**src/sorted_linked_priority_list_top_macros.svh**
```systemverilog
// ----------------------------------------------------------------------------
// Sorted linked priority list: assertion macros
// Shared concurrent check forms, clocked on aclk and disabled in reset.
// ----------------------------------------------------------------------------
`ifndef SORTED_LINKED_PRIORITY_LIST_TOP_MACROS_SVH
`define SORTED_LINKED_PRIORITY_LIST_TOP_MACROS_SVH

// same-cycle implication
`define SLPL_ASSERT_NOW(label, ante, cons, msg) \
    label: assert property (@(posedge aclk) disable iff (!aresetn) (ante) |-> (cons)) \
        else $error(msg);

// next-cycle implication
`define SLPL_ASSERT_NXT(label, ante, cons, msg) \
    label: assert property (@(posedge aclk) disable iff (!aresetn) (ante) |=> (cons)) \
        else $error(msg);

`endif

```
**src/slpl_pkg.sv**
```systemverilog
// ----------------------------------------------------------------------------
// Sorted linked priority list: package
// Operation codes, controller states and shared structs.
// ----------------------------------------------------------------------------
package slpl_pkg;

    localparam logic [1:0] KIND_PUSH_FRONT = 2'd0;
    localparam logic [1:0] KIND_PUSH_BACK  = 2'd1;
    localparam logic [1:0] KIND_SORTED     = 2'd2;
    localparam logic [1:0] KIND_POP        = 2'd3;

    typedef enum logic [2:0] {
        S_IDLE,
        S_POP,
        S_HKEY,
        S_TKEY,
        S_WALK,
        S_LINK1,
        S_LINK2,
        S_RESP
    } state_t;

    typedef enum logic [1:0] {
        MODE_FRONT,
        MODE_BACK,
        MODE_MID
    } mode_t;

    typedef struct packed {
        logic       status;
        logic [7:0] popped_index;
    } res_t;

    typedef struct packed {
        logic link_we;
        logic key_we;
    } mem_we_t;

endpackage

```
**src/slpl_ctrl.sv**
```systemverilog
// ----------------------------------------------------------------------------
// Sorted linked priority list: controller
// Head and tail pointers, list walk and read-modify-write of the node pool.
// ----------------------------------------------------------------------------
`include "sorted_linked_priority_list_top_macros.svh"

module slpl_ctrl #(
    parameter int NODES    = 256,
    parameter int KEY_BITS = 32,
    parameter int PW       = 9,
    parameter int IW       = 8
) (
    input  logic                       aclk,
    input  logic                       aresetn,
    input  logic                       in_valid,
    output logic                       in_ready,
    input  logic [1:0]                 in_kind,
    input  logic [7:0]                 in_node_index,
    input  logic signed [KEY_BITS-1:0] in_key,
    output logic                       res_valid,
    input  logic                       res_ready,
    output slpl_pkg::res_t             res,
    output slpl_pkg::mem_we_t          we,
    output logic [IW-1:0]              link_waddr,
    output logic [PW-1:0]              link_wdata,
    output logic [IW-1:0]              key_waddr,
    output logic signed [KEY_BITS-1:0] key_wdata,
    output logic [IW-1:0]              rd_addr,
    input  logic [PW-1:0]              rd_link,
    input  logic signed [KEY_BITS-1:0] rd_key
);
    import slpl_pkg::*;

    localparam logic [PW-1:0] NIL_P   = PW'(NODES);
    localparam logic [16:0]   NODES_V = 17'(NODES);

    state_t                     state_reg, state_next;
    mode_t                      mode_reg, mode_next;
    logic [PW-1:0]              head_reg, head_next;
    logic [PW-1:0]              tail_reg, tail_next;
    logic [PW-1:0]              n_reg, n_next;
    logic signed [KEY_BITS-1:0] k_reg, k_next;
    logic                       empty_reg, empty_next;
    logic [PW-1:0]              cur_reg, cur_next;
    logic [PW-1:0]              prev_reg, prev_next;
    logic [PW-1:0]              steps_reg, steps_next;
    res_t                       res_reg, res_next;

    logic head_nil;
    logic idx_ok;

    assign head_nil = (head_reg == NIL_P);
    assign idx_ok   = ({9'b0, in_node_index} < NODES_V);

    always_ff @(posedge aclk) begin
        if (!aresetn) begin
            state_reg <= S_IDLE;
            head_reg  <= NIL_P;
            tail_reg  <= NIL_P;
        end else begin
            state_reg <= state_next;
            head_reg  <= head_next;
            tail_reg  <= tail_next;
        end
    end

    always_ff @(posedge aclk) begin
        mode_reg  <= mode_next;
        n_reg     <= n_next;
        k_reg     <= k_next;
        empty_reg <= empty_next;
        cur_reg   <= cur_next;
        prev_reg  <= prev_next;
        steps_reg <= steps_next;
        res_reg   <= res_next;
    end

    always_comb begin
        state_next = state_reg;
        mode_next  = mode_reg;
        head_next  = head_reg;
        tail_next  = tail_reg;
        n_next     = n_reg;
        k_next     = k_reg;
        empty_next = empty_reg;
        cur_next   = cur_reg;
        prev_next  = prev_reg;
        steps_next = steps_reg;
        res_next   = res_reg;
        in_ready   = (state_reg == S_IDLE);
        res_valid  = (state_reg == S_RESP);
        we         = '0;
        link_waddr = n_reg[IW-1:0];
        link_wdata = NIL_P;
        key_waddr  = n_reg[IW-1:0];
        key_wdata  = k_reg;
        rd_addr    = head_reg[IW-1:0];

        case (state_reg)
            S_IDLE: begin
                if (in_valid) begin
                    n_next     = PW'(in_node_index);
                    k_next     = in_key;
                    empty_next = head_nil;
                    res_next   = '0;
                    case (in_kind)
                        KIND_POP: begin
                            if (head_nil) begin
                                res_next.status = 1'b1;
                                state_next      = S_RESP;
                            end else begin
                                state_next = S_POP;
                            end
                        end
                        KIND_SORTED: begin
                            if (!idx_ok) begin
                                state_next = S_RESP;
                            end else if (head_nil) begin
                                mode_next  = MODE_FRONT;
                                state_next = S_LINK1;
                            end else begin
                                state_next = S_HKEY;
                            end
                        end
                        KIND_PUSH_BACK: begin
                            mode_next  = MODE_BACK;
                            state_next = idx_ok ? S_LINK1 : S_RESP;
                        end
                        KIND_PUSH_FRONT: begin
                            mode_next  = MODE_FRONT;
                            state_next = idx_ok ? S_LINK1 : S_RESP;
                        end
                        default: begin
                            state_next = S_IDLE;
                        end
                    endcase
                end
            end
            S_POP: begin
                res_next.popped_index = 8'(head_reg);
                if (rd_link >= NIL_P) begin
                    head_next = NIL_P;
                    tail_next = NIL_P;
                end else begin
                    head_next = rd_link;
                end
                state_next = S_RESP;
            end
            S_HKEY: begin
                if (k_reg >= rd_key) begin
                    mode_next  = MODE_FRONT;
                    state_next = S_LINK1;
                end else begin
                    rd_addr    = tail_reg[IW-1:0];
                    state_next = S_TKEY;
                end
            end
            S_TKEY: begin
                if (k_reg <= rd_key) begin
                    mode_next  = MODE_BACK;
                    state_next = S_LINK1;
                end else begin
                    cur_next   = head_reg;
                    prev_next  = head_reg;
                    steps_next = '0;
                    state_next = S_WALK;
                end
            end
            S_WALK: begin
                // one node per cycle: the link just read addresses the next read
                if (steps_reg < NIL_P && rd_link != NIL_P && k_reg <= rd_key) begin
                    prev_next  = cur_reg;
                    cur_next   = rd_link;
                    steps_next = steps_reg + 1'b1;
                    rd_addr    = rd_link[IW-1:0];
                end else begin
                    mode_next  = MODE_MID;
                    state_next = S_LINK1;
                end
            end
            S_LINK1: begin
                we.key_we  = 1'b1;
                we.link_we = 1'b1;
                case (mode_reg)
                    MODE_FRONT: begin
                        link_wdata = empty_reg ? NIL_P : head_reg;
                        head_next  = n_reg;
                        if (empty_reg) begin
                            tail_next = n_reg;
                        end
                        state_next = S_RESP;
                    end
                    MODE_BACK: begin
                        if (empty_reg) begin
                            head_next  = n_reg;
                            tail_next  = n_reg;
                            state_next = S_RESP;
                        end else begin
                            state_next = S_LINK2;
                        end
                    end
                    MODE_MID: begin
                        link_waddr = prev_reg[IW-1:0];
                        link_wdata = n_reg;
                        state_next = S_LINK2;
                    end
                    default: begin
                        state_next = S_RESP;
                    end
                endcase
            end
            S_LINK2: begin
                we.link_we = 1'b1;
                if (mode_reg == MODE_BACK) begin
                    link_waddr = tail_reg[IW-1:0];
                    link_wdata = n_reg;
                    tail_next  = n_reg;
                end else begin
                    link_wdata = cur_reg;
                end
                state_next = S_RESP;
            end
            S_RESP: begin
                if (res_ready) begin
                    state_next = S_IDLE;
                end
            end
            default: begin
                state_next = S_IDLE;
            end
        endcase
    end

    assign res = res_reg;

    `SLPL_ASSERT_NOW(a_head_tail_nil, 1'b1, (head_reg == NIL_P) == (tail_reg == NIL_P), "head and tail disagree on empty list")
    `SLPL_ASSERT_NOW(a_walk_bound, state_reg == S_WALK, steps_reg <= NIL_P, "walk ran past pool size")
    `SLPL_ASSERT_NXT(a_accept_leaves_idle, in_valid && in_ready, state_reg != S_IDLE, "accepted item not started")
    `SLPL_ASSERT_NXT(a_pop_done, state_reg == S_POP, state_reg == S_RESP && !res_reg.status, "pop of non-empty list flagged empty")

endmodule

```
**config.mk**
```make
export PLATFORM = sky130hd
export DESIGN_NAME = slpl_ctrl
export DESIGN_NICKNAME = d
export VERILOG_FILES = /design/src/slpl_pkg.sv /design/src/slpl_ctrl.sv
export VERILOG_INCLUDE_DIRS = /design/src /design/src/src
export SDC_FILE = /design/constraint.sdc
export NUM_CORES = 1
export LEC_CHECK = 0
export BUFFER_PORTS_ARGS = -buffer_cell sky130_fd_sc_hd__buf_4
export CAP_MARGIN = 40
export CORE_UTILIZATION = 56
export DETAILED_ROUTE_END_ITERATION = 8
export PLACE_DENSITY = 0.86
export RECOVER_POWER = 25
export REMOVE_ABC_BUFFERS = 1
export SKIP_LAST_GASP = 1
export SLEW_MARGIN = 30
export SYNTH_ARGS = -nofsm -noshare
export SYNTH_HDL_FRONTEND = slang
export SYNTH_SLANG_ARGS = --single-unit
```
**constraint.sdc**
```tcl
create_clock -name aclk -period 11.2 [get_ports aclk]
set_input_delay 1.12 -clock aclk [delete_from_list [all_inputs] [get_ports aclk]]
set_output_delay 1.12 -clock aclk [all_outputs]
set_load 0.01 [all_outputs]
```
==> flow_summary.json <==
{
  "vias": 4834,
  "synth_cells": 535,
  "fin_crit_sh_pct": 42.4,
  "pre_cts_ws_ns": 6.45,
  "antenna_cells": 0,
  "cts_root_buf": "clkbuf_8",
  "fp-row-count": 35,
  "grt_pass1_vias": 4794,
  "dp_hpwl_mm": 10.7,
  "fmax_mhz": 211,
  "final_util_pct": 74.9,
  "avgViaCountPerCell": 5.82,
  "synth_edf_count": 78,
  "die_h_um": 100,
  "wire_per_inst_um": 17.2,
  "ios": 165,
  "hold_viol_final": 0,
  "worstMarginPinSlew_ns": 1.17,
  "grt_first_pass_wirelength_mm": 22.4,
  "cts_tree": "built",
  "worstReg2RegStart": "state_reg[2]",
  "relSlewSlack_pct": 22.3,
  "cts_resized": 0,
  "htreeDepth": 3,
  "critPathSlowestCell": "a2bb2oi_2",
  "drt-initial-drc-count": 290,
  "cts_sinks": 98,
  "drive_above_1_share_pct": 28.1,
  "routabilityCongestion": 0.885,
  "ys_types": 65,
  "holdBufCountCts": 0,
  "required_ns": 10.08,
  "cellLeakagePower_nw": 3.06,
  "cpPeakStageDelay_ns": 0.49,
  "die_width_um": 100,
  "fin_ws_ns": 6.46,
  "syn_area_um2": 5410,
  "grt_use_total_pct": 28.9,
  "total_power_w": 0.00148,
  "die_area_um2": 10100,
  "syn_area_per_cell_um2": 10.1,
  "synth_seq_cells": 98,
  "final_common_cell": "buf_4",
  "fp.coreArea_um2": 9280,
  "crit_path_start": "rd_key[7]",
  "final_nets": 822,
  "worstSetupPathType": "primary input to primary output",
  "largest_register_ffs": 32,
  "numPortBuffers": 164,
  "n_fill_cell": 639,
  "clock_latency_ns": 0.36,
  "whs_path_depth": 2,
  "drtPass1Iterations": 5,
  "drc": 0,
  "setup_viol": 0,
  "syn_to_final_growth_pct": 28.4,
  "async_flop_share_pct": 0,
  "ant_nets": 0,
  "clock-skew-final_ns": 0.0143,
  "cts_buffers": 9,
  "slew_viol_final": 0,
  "status": "complete, no violations",
  "grt-ovfl-total": 0,
  "drt_wl_total_mm": 14.3,
  "critPathMostFrequentCell": "buf_4",
  "clk_pin_slew_worst_paths_ns": 0.09,
  "fin_setup_tns_ns": 0,
  "reg2regPathDepth": 7,
  "grt_max_degree": 30,
  "start_util_pct": 58.3,
  "power_density_nw_per_um2": 213,
  "hp-class": "flop to flop",
  "synth_top_flop_cell": "edfxtp_1",
  "irDropWorstVdd_mv": 0.108,
  "antenna_found_initial": 0,
  "cts.path.max_buffers": 2,
  "final_cell_mix": "buf_4, nand2_1, edfxtp_1",
  "worstPathMaxFanout": 8,
  "drv_cap": 0,
  "rsz0062_at_grt": "no",
  "cp-end-kind": "primary output",
  "crit_chain": "buf_4, inv_1, ha_1, a21oi_1, o21ai_0, a311oi_1, a31oi_1, nor3_2, a2bb2oi_2, o221ai_1, buf_4",
  "period_needed_ns": 4.74,
  "yosysWarnings": 0,
  "worstPathArrival_ns": 3.62,
  "post-cts-setup-buffers": 0,
  "startpoint_type": "primary input",
  "seq_area_frac_synth_pct": 50.7,
  "min_from": "head_reg[8]"
}
==> metal layers <==
metal	wire [µm]	up-vias	track usage, %	share of wire, %
met5	0	-	0	0
met4	340	0	12.0	2.4
met3	1410	31	6.69	9.8
met1	5370	2260	33.0	38
met2	7160	292	51.9	50
li1	-	2251	-	-
==> cells in the mapped netlist (all sizes together), types with 9 or more instances <==
library cell / count / area (µm²)
and2: 13 / 81.3
a21oi: 23 / 115
buf: 9 / 51.3
o21ai: 17 / 85.1
dfxtp: 20 / 400
edfxtp: 78 / 2340
inv: 62 / 233
nor3b: 10 / 80.1
nand3: 11 / 55.1
ha: 38 / 475
nor2: 37 / 141
a211oi: 18 / 140
nand2: 95 / 359
==> power by group <==
group          switching (W)  internal, W
Clock               0.000118     0.000110
Combinational       0.000363     0.000261
Sequential         0.0000945     0.000530
==> critical path, delay by kind of cell <==
family,cells,cell delay (ns)
AOI/OAI and AO/OA,6,1.59
adders and majority gates,1,0.29
buffers and inverters,3,0.30
and+or+nand+nor,1,0.31
==> per-stage QoR <==
stage	hold WS, ns	instances	cell area [µm²]
3_3_place_gp	0.492	813	6740
3_5_place_dp	0.507	814	6760
2_1_floorplan	0.477	518	5330
5_1_grt	0.551	831	6950
4_1_cts	0.523	830	6950
6_report	0.518	831	6950
==> cell families after synthesis <==
kind of cell / count (synthesis) / share of synthesized area [%]
fa+ha+maj: 38 / 8.79
flops: 98 / 50.7
compound gates: 106 / 14.1
xor+xnor: 7 / 1.13
buf+inv: 80 / 5.87
simple gates: 206 / 19.4
==> layout make-up <==
cell class              count  area (µm²)  share of cell area (%)
repair buffers            168        1270                    18.2
flip-flops and latches     98        2740                    39.5
clock buffers              14         153                    2.20
inverters                  63         236                    3.40
well taps                 129         161                    2.32
multi-input cells         357        2350                    33.8
clock inverters             2        37.5                   0.540
==> final timing paths <==
path,endpoint,slack [ns]
worst min-delay path,head_reg[8],0.52
worst min register to register,head_reg[8],0.52
worst max-delay path,rd_addr[3],6.46
worst max register to register,mode_reg[1],7.97
(Power assumes the default switching activity.)
